### config.mk
export PLATFORM = sky130hd
export DESIGN_NAME = length_prefixed_block_receiver_flat
export DESIGN_NICKNAME = d
export VERILOG_FILES = /design/src/rtl/lpbr_pkg.sv /design/src/rtl/lpbr_channels.sv /design/src/rtl/lpbr_step.sv /design/src/rtl/length_prefixed_block_receiver.sv /design/src/flat_wrapper.sv
export SDC_FILE = /design/constraint.sdc
export NUM_CORES = 1
export LEC_CHECK = 0
export BUFFER_PORTS_ARGS = -buffer_cell sky130_fd_sc_hd__clkbuf_2
export CAP_MARGIN = 15
export CELL_PAD_IN_SITES_DETAIL_PLACEMENT = 2
export CELL_PAD_IN_SITES_GLOBAL_PLACEMENT = 2
export CORE_MARGIN = 2
export CORE_UTILIZATION = 34
export CTS_CLUSTER_DIAMETER = 30
export DETAILED_ROUTE_END_ITERATION = 16
export PLACE_DENSITY_LB_ADDON = 0.1
export SLEW_MARGIN = 20
export SYNTH_ARGS = -nofsm -noshare
export SYNTH_HDL_FRONTEND = slang
export SYNTH_HIERARCHICAL = 1
export SYNTH_SLANG_ARGS = --single-unit
### constraint.sdc
create_clock -name clock -period 3.2 [get_ports clock]
set_input_delay 0.16 -clock clock [delete_from_list [all_inputs] [get_ports clock]]
set_output_delay 0.16 -clock clock [all_outputs]
set_load 0.005 [all_outputs]
### src/rtl/lpbr_pkg.sv
`default_nettype none
// ----------------------------------------------------------------------------
// Length-prefixed block receiver package
// Shared codes, widths and record types for the receiver and its channels.
// ----------------------------------------------------------------------------
package lpbr_pkg;

   localparam int unsigned CmdWidth   = 2;
   localparam int unsigned ByteWidth  = 8;
   localparam int unsigned LenWidth   = 16;
   localparam int unsigned PhaseWidth = 3;

   // Commands carried with each input item.
   localparam logic [CmdWidth-1:0] CMD_BYTE       = 2'd0;
   localparam logic [CmdWidth-1:0] CMD_OPEN       = 2'd1;
   localparam logic [CmdWidth-1:0] CMD_INCOMPLETE = 2'd2;

   // Protocol characters.
   localparam logic [ByteWidth-1:0] CH_HELLO = 8'h48;  // 'H'
   localparam logic [ByteWidth-1:0] CH_READY = 8'h52;  // 'R'
   localparam logic [ByteWidth-1:0] CH_GO    = 8'h47;  // 'G'
   localparam logic [ByteWidth-1:0] CH_START = 8'h53;  // 'S'
   localparam logic [ByteWidth-1:0] CH_DATA  = 8'h44;  // 'D'

   localparam logic [LenWidth-1:0] LIMIT_RESET = 16'd512;

   // Receiver phases.
   localparam logic [PhaseWidth-1:0] PH_HELLO   = 3'd0;
   localparam logic [PhaseWidth-1:0] PH_GO      = 3'd1;
   localparam logic [PhaseWidth-1:0] PH_IDLE    = 3'd2;
   localparam logic [PhaseWidth-1:0] PH_LEN_HI  = 3'd3;
   localparam logic [PhaseWidth-1:0] PH_LEN_LO  = 3'd4;
   localparam logic [PhaseWidth-1:0] PH_PAYLOAD = 3'd5;
   localparam logic [PhaseWidth-1:0] PH_ERROR   = 3'd6;

   typedef struct packed {
      logic [PhaseWidth-1:0] phase;
      logic [LenWidth-1:0]   block_length;
      logic [LenWidth-1:0]   bytes_taken;
      logic                  discarding;
      logic                  incomplete_mark;
   } state_type;

   typedef struct packed {
      logic                 tx_valid;
      logic [ByteWidth-1:0] tx_byte;
      logic                 data_valid;
      logic [ByteWidth-1:0] data_byte;
      logic                 end_of_file;
      logic                 unexpected_byte;
      logic                 length_error;
   } result_type;

endpackage
`default_nettype wire

### src/rtl/lpbr_channels.sv
`default_nettype none
// ----------------------------------------------------------------------------
// Length-prefixed block receiver channels
// Valid/ready channel interfaces for input items, results and the register.
// ----------------------------------------------------------------------------
interface lpbr_req_if;
   import lpbr_pkg::*;
   logic                 valid;
   logic                 ready;
   logic [CmdWidth-1:0]  command;
   logic [ByteWidth-1:0] rx_byte;
   modport source (output valid, command, rx_byte, input ready);
   modport sink   (input valid, command, rx_byte, output ready);
endinterface

interface lpbr_rsp_if;
   import lpbr_pkg::*;
   logic                 valid;
   logic                 ready;
   logic                 tx_valid;
   logic [ByteWidth-1:0] tx_byte;
   logic                 data_valid;
   logic [ByteWidth-1:0] data_byte;
   logic                 end_of_file;
   logic                 unexpected_byte;
   logic                 length_error;
   modport source (output valid, tx_valid, tx_byte, data_valid, data_byte,
                   end_of_file, unexpected_byte, length_error, input ready);
   modport sink   (input valid, tx_valid, tx_byte, data_valid, data_byte,
                   end_of_file, unexpected_byte, length_error, output ready);
endinterface

interface lpbr_csr_if;
   import lpbr_pkg::*;
   logic                valid;
   logic                ready;
   logic [LenWidth-1:0] data;
   modport source (output valid, data, input ready);
   modport sink   (input valid, data, output ready);
endinterface
`default_nettype wire

### src/rtl/lpbr_step.sv
`default_nettype none
// ----------------------------------------------------------------------------
// Length-prefixed block receiver step logic
// Next state and result for one input item.
// ----------------------------------------------------------------------------
module lpbr_step (
   input  lpbr_pkg::state_type                cur_state,
   input  logic [lpbr_pkg::CmdWidth-1:0]      command,
   input  logic [lpbr_pkg::ByteWidth-1:0]     rx_byte,
   input  logic [lpbr_pkg::LenWidth-1:0]      max_block_len,
   output lpbr_pkg::state_type                nxt_state,
   output lpbr_pkg::result_type               result
);
   import lpbr_pkg::*;

   logic [LenWidth-1:0] full_length;
   logic [LenWidth-1:0] taken_inc;

   assign full_length = {cur_state.block_length[LenWidth-1:ByteWidth], rx_byte};
   assign taken_inc   = cur_state.bytes_taken + 16'd1;

   always_comb begin
      nxt_state = cur_state;
      result    = '0;
      if (cur_state.phase != PH_ERROR) begin
         unique case (command)
            CMD_INCOMPLETE: begin
               nxt_state.incomplete_mark = 1'b1;
            end
            CMD_OPEN: begin
               if (cur_state.phase != PH_HELLO && cur_state.phase != PH_GO) begin
                  if (cur_state.incomplete_mark || cur_state.phase == PH_IDLE) begin
                     nxt_state.incomplete_mark = 1'b0;
                     if (cur_state.incomplete_mark) begin
                        nxt_state.discarding = 1'b0;
                     end
                     result.tx_valid        = 1'b1;
                     result.tx_byte         = CH_START;
                     nxt_state.block_length = '0;
                     nxt_state.bytes_taken  = '0;
                     nxt_state.phase        = PH_LEN_HI;
                  end else begin
                     nxt_state.discarding = 1'b1;
                  end
               end
            end
            CMD_BYTE: begin
               unique case (cur_state.phase)
                  PH_HELLO: begin
                     if (rx_byte == CH_HELLO) begin
                        result.tx_valid = 1'b1;
                        result.tx_byte  = CH_READY;
                        nxt_state.phase = PH_GO;
                     end
                  end
                  PH_GO: begin
                     if (rx_byte == CH_GO) begin
                        nxt_state.phase = PH_IDLE;
                     end else if (rx_byte != CH_HELLO) begin
                        result.unexpected_byte = 1'b1;
                     end
                  end
                  PH_LEN_HI: begin
                     nxt_state.block_length = {rx_byte, 8'h00};
                     nxt_state.phase        = PH_LEN_LO;
                  end
                  PH_LEN_LO: begin
                     nxt_state.block_length = full_length;
                     nxt_state.bytes_taken  = '0;
                     if (full_length == '0) begin
                        if (cur_state.discarding) begin
                           // The closing header of a dropped file starts the next one.
                           nxt_state.discarding   = 1'b0;
                           result.tx_valid        = 1'b1;
                           result.tx_byte         = CH_START;
                           nxt_state.block_length = '0;
                           nxt_state.phase        = PH_LEN_HI;
                        end else begin
                           result.end_of_file = 1'b1;
                           nxt_state.phase    = PH_IDLE;
                        end
                     end else begin
                        result.tx_valid = 1'b1;
                        result.tx_byte  = CH_DATA;
                        nxt_state.phase = (full_length > max_block_len) ? PH_ERROR
                                                                        : PH_PAYLOAD;
                     end
                  end
                  PH_PAYLOAD: begin
                     if (!cur_state.discarding) begin
                        result.data_valid = 1'b1;
                        result.data_byte  = rx_byte;
                     end
                     nxt_state.bytes_taken = taken_inc;
                     if (taken_inc >= cur_state.block_length) begin
                        nxt_state.phase = PH_LEN_HI;
                     end
                  end
                  default: begin
                  end
               endcase
            end
            default: begin
            end
         endcase
      end
      result.length_error = (nxt_state.phase == PH_ERROR);
   end

endmodule
`default_nettype wire

### src/rtl/length_prefixed_block_receiver.sv
`default_nettype none
// ----------------------------------------------------------------------------
// Length-prefixed block receiver
// Byte handshake and length-prefixed block transfer, receive side.
// ----------------------------------------------------------------------------
// The receiver takes one item per clock cycle at full rate: each item is a
// command (received byte, open next file, or mark file incomplete) with its
// byte, and every item yields exactly one result item carrying the reply byte
// to send, a delivered payload byte, the end-of-file and unexpected-byte
// strobes, and the sticky length error. An accepted item waits in the input
// register until the result register is empty or being emptied; the step
// logic then updates the protocol state and fills the result register, which
// offers the result on the result channel. The only limit on rate is the
// single-entry result register: new items keep flowing as long as the result
// side takes one item per cycle. The length limit register is written through
// the csr channel (reset value 512), and it is only to be written while no
// item is in flight. Once a block header exceeds the limit, the block answers
// 'D' and then stays in the error state, flagging length_error on every
// result, until reset.

module length_prefixed_block_receiver (
   input  logic        clock,
   input  logic        reset,
   lpbr_req_if.sink    req_chan,
   lpbr_rsp_if.source  rsp_chan,
   lpbr_csr_if.sink    csr_chan
);
   import lpbr_pkg::*;

   // Input register.
   logic                 in_valid_ff, in_valid_in;
   logic [CmdWidth-1:0]  cmd_ff;
   logic [ByteWidth-1:0] byte_ff;

   // Protocol state and length limit.
   state_type            state_ff, state_in;
   logic [LenWidth-1:0]  max_len_ff;

   // Result register.
   logic                 out_valid_ff, out_valid_in;
   result_type           out_ff, out_in;

   logic                 advance;
   logic                 take_item;

   // The item in the input register moves on whenever the result register is
   // empty or is being emptied in this cycle.
   assign advance   = in_valid_ff && (!out_valid_ff || rsp_chan.ready);
   assign take_item = req_chan.valid && req_chan.ready;

   assign req_chan.ready = !in_valid_ff || advance;
   assign csr_chan.ready = 1'b1;

   lpbr_step u_step (
      .cur_state     (state_ff),
      .command       (cmd_ff),
      .rx_byte       (byte_ff),
      .max_block_len (max_len_ff),
      .nxt_state     (state_in),
      .result        (out_in)
   );

   assign in_valid_in  = take_item || (in_valid_ff && !advance);
   assign out_valid_in = advance || (out_valid_ff && !rsp_chan.ready);

   always_ff @(posedge clock) begin
      if (reset) begin
         in_valid_ff  <= 1'b0;
         out_valid_ff <= 1'b0;
         max_len_ff   <= LIMIT_RESET;
         state_ff     <= '{phase: PH_HELLO, block_length: '0, bytes_taken: '0,
                           discarding: 1'b0, incomplete_mark: 1'b0};
      end else begin
         in_valid_ff  <= in_valid_in;
         out_valid_ff <= out_valid_in;
         if (csr_chan.valid) begin
            max_len_ff <= csr_chan.data;
         end
         if (advance) begin
            state_ff <= state_in;
         end
      end
   end

   // Payload registers carry no reset.
   always_ff @(posedge clock) begin
      if (take_item) begin
         cmd_ff  <= req_chan.command;
         byte_ff <= req_chan.rx_byte;
      end
      if (advance) begin
         out_ff <= out_in;
      end
   end

   assign rsp_chan.valid           = out_valid_ff;
   assign rsp_chan.tx_valid        = out_ff.tx_valid;
   assign rsp_chan.tx_byte         = out_ff.tx_byte;
   assign rsp_chan.data_valid      = out_ff.data_valid;
   assign rsp_chan.data_byte       = out_ff.data_byte;
   assign rsp_chan.end_of_file     = out_ff.end_of_file;
   assign rsp_chan.unexpected_byte = out_ff.unexpected_byte;
   assign rsp_chan.length_error    = out_ff.length_error;

endmodule
`default_nettype wire
### src/flat_wrapper.sv
// flat-port wrapper written by rule: the top's interface ports become plain ports
module length_prefixed_block_receiver_flat import lpbr_pkg::*;
  (clock, reset, req_chan_valid, req_chan_command, req_chan_rx_byte, req_chan_ready, rsp_chan_valid, rsp_chan_tx_valid, rsp_chan_tx_byte, rsp_chan_data_valid, rsp_chan_data_byte, rsp_chan_end_of_file, rsp_chan_unexpected_byte, rsp_chan_length_error, rsp_chan_ready, csr_chan_valid, csr_chan_data, csr_chan_ready);
  lpbr_req_if req_chan_i ();
  lpbr_rsp_if rsp_chan_i ();
  lpbr_csr_if csr_chan_i ();
  input  logic clock;
  input  logic reset;
  input wire logic [$bits(req_chan_i.valid)-1:0] req_chan_valid;
  input wire logic [$bits(req_chan_i.command)-1:0] req_chan_command;
  input wire logic [$bits(req_chan_i.rx_byte)-1:0] req_chan_rx_byte;
  output wire logic [$bits(req_chan_i.ready)-1:0] req_chan_ready;
  output wire logic [$bits(rsp_chan_i.valid)-1:0] rsp_chan_valid;
  output wire logic [$bits(rsp_chan_i.tx_valid)-1:0] rsp_chan_tx_valid;
  output wire logic [$bits(rsp_chan_i.tx_byte)-1:0] rsp_chan_tx_byte;
  output wire logic [$bits(rsp_chan_i.data_valid)-1:0] rsp_chan_data_valid;
  output wire logic [$bits(rsp_chan_i.data_byte)-1:0] rsp_chan_data_byte;
  output wire logic [$bits(rsp_chan_i.end_of_file)-1:0] rsp_chan_end_of_file;
  output wire logic [$bits(rsp_chan_i.unexpected_byte)-1:0] rsp_chan_unexpected_byte;
  output wire logic [$bits(rsp_chan_i.length_error)-1:0] rsp_chan_length_error;
  input wire logic [$bits(rsp_chan_i.ready)-1:0] rsp_chan_ready;
  input wire logic [$bits(csr_chan_i.valid)-1:0] csr_chan_valid;
  input wire logic [$bits(csr_chan_i.data)-1:0] csr_chan_data;
  output wire logic [$bits(csr_chan_i.ready)-1:0] csr_chan_ready;
  assign req_chan_i.valid = req_chan_valid;
  assign req_chan_i.command = req_chan_command;
  assign req_chan_i.rx_byte = req_chan_rx_byte;
  assign req_chan_ready = req_chan_i.ready;
  assign rsp_chan_valid = rsp_chan_i.valid;
  assign rsp_chan_tx_valid = rsp_chan_i.tx_valid;
  assign rsp_chan_tx_byte = rsp_chan_i.tx_byte;
  assign rsp_chan_data_valid = rsp_chan_i.data_valid;
  assign rsp_chan_data_byte = rsp_chan_i.data_byte;
  assign rsp_chan_end_of_file = rsp_chan_i.end_of_file;
  assign rsp_chan_unexpected_byte = rsp_chan_i.unexpected_byte;
  assign rsp_chan_length_error = rsp_chan_i.length_error;
  assign rsp_chan_i.ready = rsp_chan_ready;
  assign csr_chan_i.valid = csr_chan_valid;
  assign csr_chan_i.data = csr_chan_data;
  assign csr_chan_ready = csr_chan_i.ready;
  length_prefixed_block_receiver u_core (.clock(clock), .reset(reset), .req_chan(req_chan_i), .rsp_chan(rsp_chan_i), .csr_chan(csr_chan_i));
endmodule
### Yosys cells after proc, flatten, opt, wreduce, memory -nomap -nowiden

Index checks and enable logic that the tools add are counted.

| storage, ports and cells | value |
|---|---|
| register bits after elaboration | 86 |
| input bits | 31 |
| output and inout bits | 24 |
| word-level logic and storage cells | 107 |

| cells by class | value |
|---|---|
| add/subtract/negate cells | 1 |
| order comparisons | 2 |
| eq/ne operators | 22 |
| mux-type cells | 31 |
| bitwise logic cells | 4 |
| reductions and logical operators | 29 |

Operator list:

| cell | count |
|---|---|
| 2-to-1 mux 37 bit | 2 |
| case mux 36 bit (2 select lines) | 1 |
| case mux 16 bit (2 select lines) | 2 |
| 2-to-1 mux 9 bit | 6 |
| case mux 9 bit (2 select lines) | 2 |
| 2-to-1 mux 35 bit | 1 |
| 2-to-1 mux 16 bit | 2 |
| adder 16 x 1 -> 16 bit, second input constant | 1 |
| == test 8 x 7 -> 1 bit, second input constant | 2 |
| greater-or-equal comparator 16 bit | 1 |
| > comparator 16 bit | 1 |
| zero test 16 bit | 1 |
| case mux 3 bit (5 select lines) | 1 |
| 2-to-1 mux 3 bit | 4 |
| AND reduction 6 bit | 2 |
| == test 3 bit, second input constant | 3 |
| inequality test 3 x 1 -> 1 bit, second input constant | 3 |
| 2-to-1 mux 1 bit | 8 |
| inequality test 8 x 7 -> 1 bit, second input constant | 1 |
| AND reduction 8 bit | 1 |
| OR reduction 4 bit | 2 |
| AND reduction 7 bit | 1 |
| == test 3 x 2 -> 1 bit, second input constant | 2 |
| inequality test 2 bit, second input constant | 3 |
| other kinds (19) | 36 |

### Depth between registers and ports, before layout

| logic depth | value |
|---|---|
| word-level depth | 7 |
| gate-level depth with buffers | 15 |
| gate-level depth less buffers | 14 |

### Cells and area by module

Netlist, hierarchy kept.

Modules (own cells, without submodules):

| module | times used | cells each | area an instance (µm²) | sequential area each (µm²) |
|---|---|---|---|---|
| length_prefixed_block_receiver | 1 | 255 | 3263.1 | 2031.9 |
| lpbr_step | 1 | 329 | 2177.1 | 0.0 |

### Worst setup path after synthesis

Ideal clock, no wire load.

| timing | value |
|---|---|
| path kind | register to register |
| start point | register u_core/state_ff[4] in the netlist's numbering |
| end point | register u_core.out_ff (netlist bit u_core/rsp_chan.length_error), data pin |
| setup time | 0.190 ns |
| arrival | 3.206 ns |
| required time | 3.010 ns |
| setup slack | -0.196 ns |
| cell stages (with the launch flop) | 14 |
| buffers on the path | 1 |
| clock period less this slack | 3.396 ns |
| path through | dfxtp_1 > nand3_1 > nor3_1 > and3_1 > clkbuf_1 > nand3_1 > xnor2_1 > ha_1 > and4_1 > nand4_1 > or4_1 > nand3b_1 > a22oi_2 > a2111oi_2 |

RTL lines:

| what | RTL line | source |
|---|---|---|
| start: declaration | length_prefixed_block_receiver.sv:36 | `state_type state_ff, state_in;` |
| start signal: assignment | length_prefixed_block_receiver.sv:71 | `state_ff <= '{phase: PH_HELLO, block_length: '0, bytes_taken: '0,` |
| start signal: assignment | length_prefixed_block_receiver.sv:80 | `state_ff <= state_in;` |
| end signal: assignment | length_prefixed_block_receiver.sv:92 | `out_ff <= out_in;` |
| end: declaration | length_prefixed_block_receiver.sv:41 | `result_type out_ff, out_in;` |

==> results by group <==
Synthesis
  – Ys Warns: 6
  – Post-synth cell types: 54
  – Sequential area share after synthesis: 0.374
  – Mapped Cells: between 500 and 600
  – Mean Syn Cell Area: slightly above 9 sq um
  – Post-synth EDFFs: 31
  – Mapped Area: 5440 sq um
  – Asr flop ratio synth: 0
  – Register bit total from synthesis: 86
  – Primary FF master, synth: dfxtp_1

Detailed routing
  – Detailed-route vias per instance: 5.14
  – Routed WL: between 15000 and 20000 microns
  – DRT iter0 DRCs: 161
  – DRC: 0
  – Routed len/inst: 18.7 microns
  – Antenna Nets Post-Route: 0
  – Pre-antenna DRT Iters: 4
  – Routed via count: roughly 4500

Pwr
  – Worst VDD drop: 0.248 mV
  – Power density over the cells: between 300 and 400 nW/um^2
  – Pleak: ~2.7 nW

Global route
  – Gr usage total: 0.203
  – Largest net degree at the start of global routing: between 70 and 80
  – Antenna violations before repair: 0
  – First-pass GRT wire length: roughly 27000 microns
  – Grt total ovfl: 0
  – Vias in the first global route: roughly 4900

Clock tree
  – CTS tree: built
  – Clock sink total: 86
  – Max clock buf depth: 2
  – Clk slew on worst S/H paths: approximately 0.070 ns
  – Root Driver: clkbuf_16
  – Clk Latency, worst-skew pair: about 0.35 ns
  – H-tree levels: 3
  – Cts bufs inserted: 9

Die
  – Die width: around 130 microns
  – Die area: 17000 sq um
  – I/O Pins: 55
  – Starting Density: 0.345
  – Core Region: around 16000 sq um
  – Die H: 130 microns
  – # rows: 46

Worst hold path
  – Hold WC Path Type: in -> reg

Timing
  – Fin. max-slew vios: 0
  – Slew @ Worst Pin: between 0.6 and 0.7 ns
  – Fmax: roughly 320 MHz
  – Crit share post-route: 0.974
  – Min Clock Period, post-route: between 3 and 4 ns
  – Clk_skew: between 0.007 and 0.008 ns
  – Setup ws final: between 0.08 and 0.09 ns
  – RSZ-0062 raised after global routing: yes
  – Max_slew headroom: 0.549
  – Hold Fails Final Rpt: 0
  – Final setup viols: 0

Setup path
  – CP max stage cell: dfxtp_2
  – WP data arrival: around 3.3 ns
  – Cell Chain, Critical Path: nand3_4, buf_6, nor3_2, buf_4, and3_4, xor2_2, ha_1, and2_1, a221o_1, a21oi_2, nand3b_1, buf_4, o21a_4, a2111oi_4
  – CP max FO: 5
  – Crit path largest cell delay: 0.36 ns
  – Worst EP required: 3.36 ns
  – Crit. End Element: register
  – WS Path Type: reg -> reg
  – Crit path launch type: register
  – Top cell by count, worst path: buf_4

Cells and area
  – Final core utilization: 0.420
  – Layout cells sized above 1: 0.208
  – Final-layout fill cell count: ~1700
  – ANT cells: 0
  – # nets final: between 700 and 800
  – Synth-to-Final Area Change: 21.8%

Run
  – Max-cap violations: 0

Outcome
  – Status: complete, no violations

Placement
  – Routability cong.: around 0.82
  – DP HPWL: 11400 microns
  – # port buffers: 53
  – Placement Setup Slack: -0.369 ns
[synth_stat cells, drive strengths merged (3+ instances only)]
| library cell | n | area (sq um) |
|---|---|---|
| nand2b | 79 | 494 |
| a21o | 9 | 67.6 |
| nor3 | 9 | 45.0 |
| a21oi | 19 | 95.1 |
| xor2 | 7 | 61.3 |
| o21a | 6 | 45.0 |
| a22o | 24 | 210 |
| o21ai | 25 | 125 |
| nor2 | 32 | 120 |
| nand4 | 5 | 31.3 |
| edfxtp | 31 | 931 |
| clkbuf | 17 | 63.8 |
| mux2i | 52 | 521 |
| and2 | 9 | 56.3 |
| nand2 | 30 | 113 |
| ha | 36 | 450 |
| or4 | 5 | 41.3 |
| nand3 | 16 | 80.1 |
| dfxtp | 55 | 1100 |
| inv | 39 | 146 |
| buf | 19 | 150 |
| or3 | 4 | 30.0 |
| o211ai | 3 | 27.5 |
| o31ai | 4 | 30.0 |
| nor2b | 11 | 83.8 |
| and3 | 5 | 31.3 |
| xnor2 | 7 | 61.3 |
[per-stage QoR]
stage               hold slack, ns  cells  total power, mW  TNS [ns]  area [sq um]
CTS                         0.0261    880             2.57   -0.0215          6530
finish                      0.0411    884             2.53         0          6630
detailed placement           0.339    849             1.42    -0.579          6020
floorplan                    0.259    586             1.35         0          5460
global placement             0.339    849             1.41   -0.0882          6020
global route                0.0539    884             2.64   -0.0757          6630
[cell families after synthesis]
kind of cell | count (synthesis) | share of synthesized area
compound gates | 108 | 0.142
xor+xnor | 14 | 0.0225
fa+ha+maj | 36 | 0.0828
buf+inv | 75 | 0.0662
flops | 86 | 0.374
mux | 52 | 0.0957
other cells | 2 | 0.00138
simple gates | 211 | 0.216
[layer usage]
metal,GRT usage,part of all wire,vias up,routed length (microns)
li1,-,-,2193,-
met1,0.251,0.45,2289,7410
met2,0.365,0.53,50,8680
met3,0.0236,0.015,10,251
met4,0.0695,0.0096,0,159
met5,0,0,-,0
[repair_timing]
item	CTS	global route
buffers inserted	4	4
hold endpoints to repair	11	0
hold buffers	11	0
pin swaps	13	5
setup endpoints to repair	3	3
resized for setup	16	11
[cell type report]
| cell class | instances | area [sq um] | share of cell area |
|---|---|---|---|
| Clock buffer | 9 | 225 | 0.0340 |
| Clock inverter | 7 | 77.6 | 0.0117 |
| Inverter | 39 | 146 | 0.0221 |
| Multi-Input combinational cell | 425 | 3190 | 0.481 |
| Sequential cell | 86 | 2040 | 0.308 |
| Tap cell | 216 | 270 | 0.0408 |
| Timing Repair Buffer | 102 | 679 | 0.102 |
[registers in the layout, summed over array words and instances (netlist names)]
name and count:
u_core/byte_ff 8, u_core/cmd_ff 2, u_core/in_valid_ff 1, u_core/max_len_ff 16, u_core/rsp_chan.data_byte 8, u_core/rsp_chan.data_valid 1, u_core/rsp_chan.end_of_file 1, u_core/rsp_chan.length_error 1
u_core/rsp_chan.tx_byte 8, u_core/rsp_chan.tx_valid 1, u_core/rsp_chan.unexpected_byte 1, u_core/rsp_chan.valid 1, u_core/state_ff 37
[critical path: cells and delay by family, from the launching register on]
family,cells,cell delay [ns]
compound gates,4,0.85
xor+xnor,1,0.14
fa+ha+maj,1,0.25
buf+inv,3,0.49
flops,1,0.36
simple gates,5,0.82
[cell usage in the layout (no fill, tap or decap), types with 3 or more instances in the layout]
cell and count:
edfxtp_1 31, clkbuf_16 9, xor2_1 5, dlygate4sd3_1 11, dfxtp_1 50, xnor2_2 3, xnor2_1 4, buf_4 37
nor2b_1 9, mux2i_1 52, nand3_1 13, dfxtp_2 4, inv_1 38, nand2_1 30, and3_1 3, or4_1 4
a21o_1 9, o21a_1 5, nand2b_1 79, or3_1 3, a21oi_1 17, o21ai_0 25, nor3_1 7, o31ai_1 4
nand3_4 3, conb_1 4, nor2_1 32, and2_1 9, nand4_1 5, a22o_1 24, clkbuf_2 52, inv_6 5
ha_1 35
[final timing paths]
path | from | slack, ns | cells past startpoint | endpoint
min | csr_chan_data[3] | 0.04 | 3 | u_core/max_len_ff[3]$_SDFFE_PP0P_
max reg2reg | u_core/state_ff[5]$_SDFFE_PP0P_ | 0.08 | 14 | u_core/rsp_chan.length_error$_DFFE_PP_
max | u_core/state_ff[5]$_SDFFE_PP0P_ | 0.08 | 14 | u_core/rsp_chan.length_error$_DFFE_PP_
min reg2reg | u_core/state_ff[25]$_SDFFE_PP0P_ | 0.50 | 2 | u_core/state_ff[25]$_SDFFE_PP0P_
[report_power, final]
| part | switching [mW] | leakage (nW) | internal (mW) | total (mW) |
|---|---|---|---|---|
| registers | 0.0247 | 0.748 | 1.16 | 1.19 |
| logic | 0.118 | 1.82 | 0.101 | 0.220 |
| clock network | 0.504 | 0.149 | 0.618 | 1.12 |
Power figures use the tool's default switching activity.
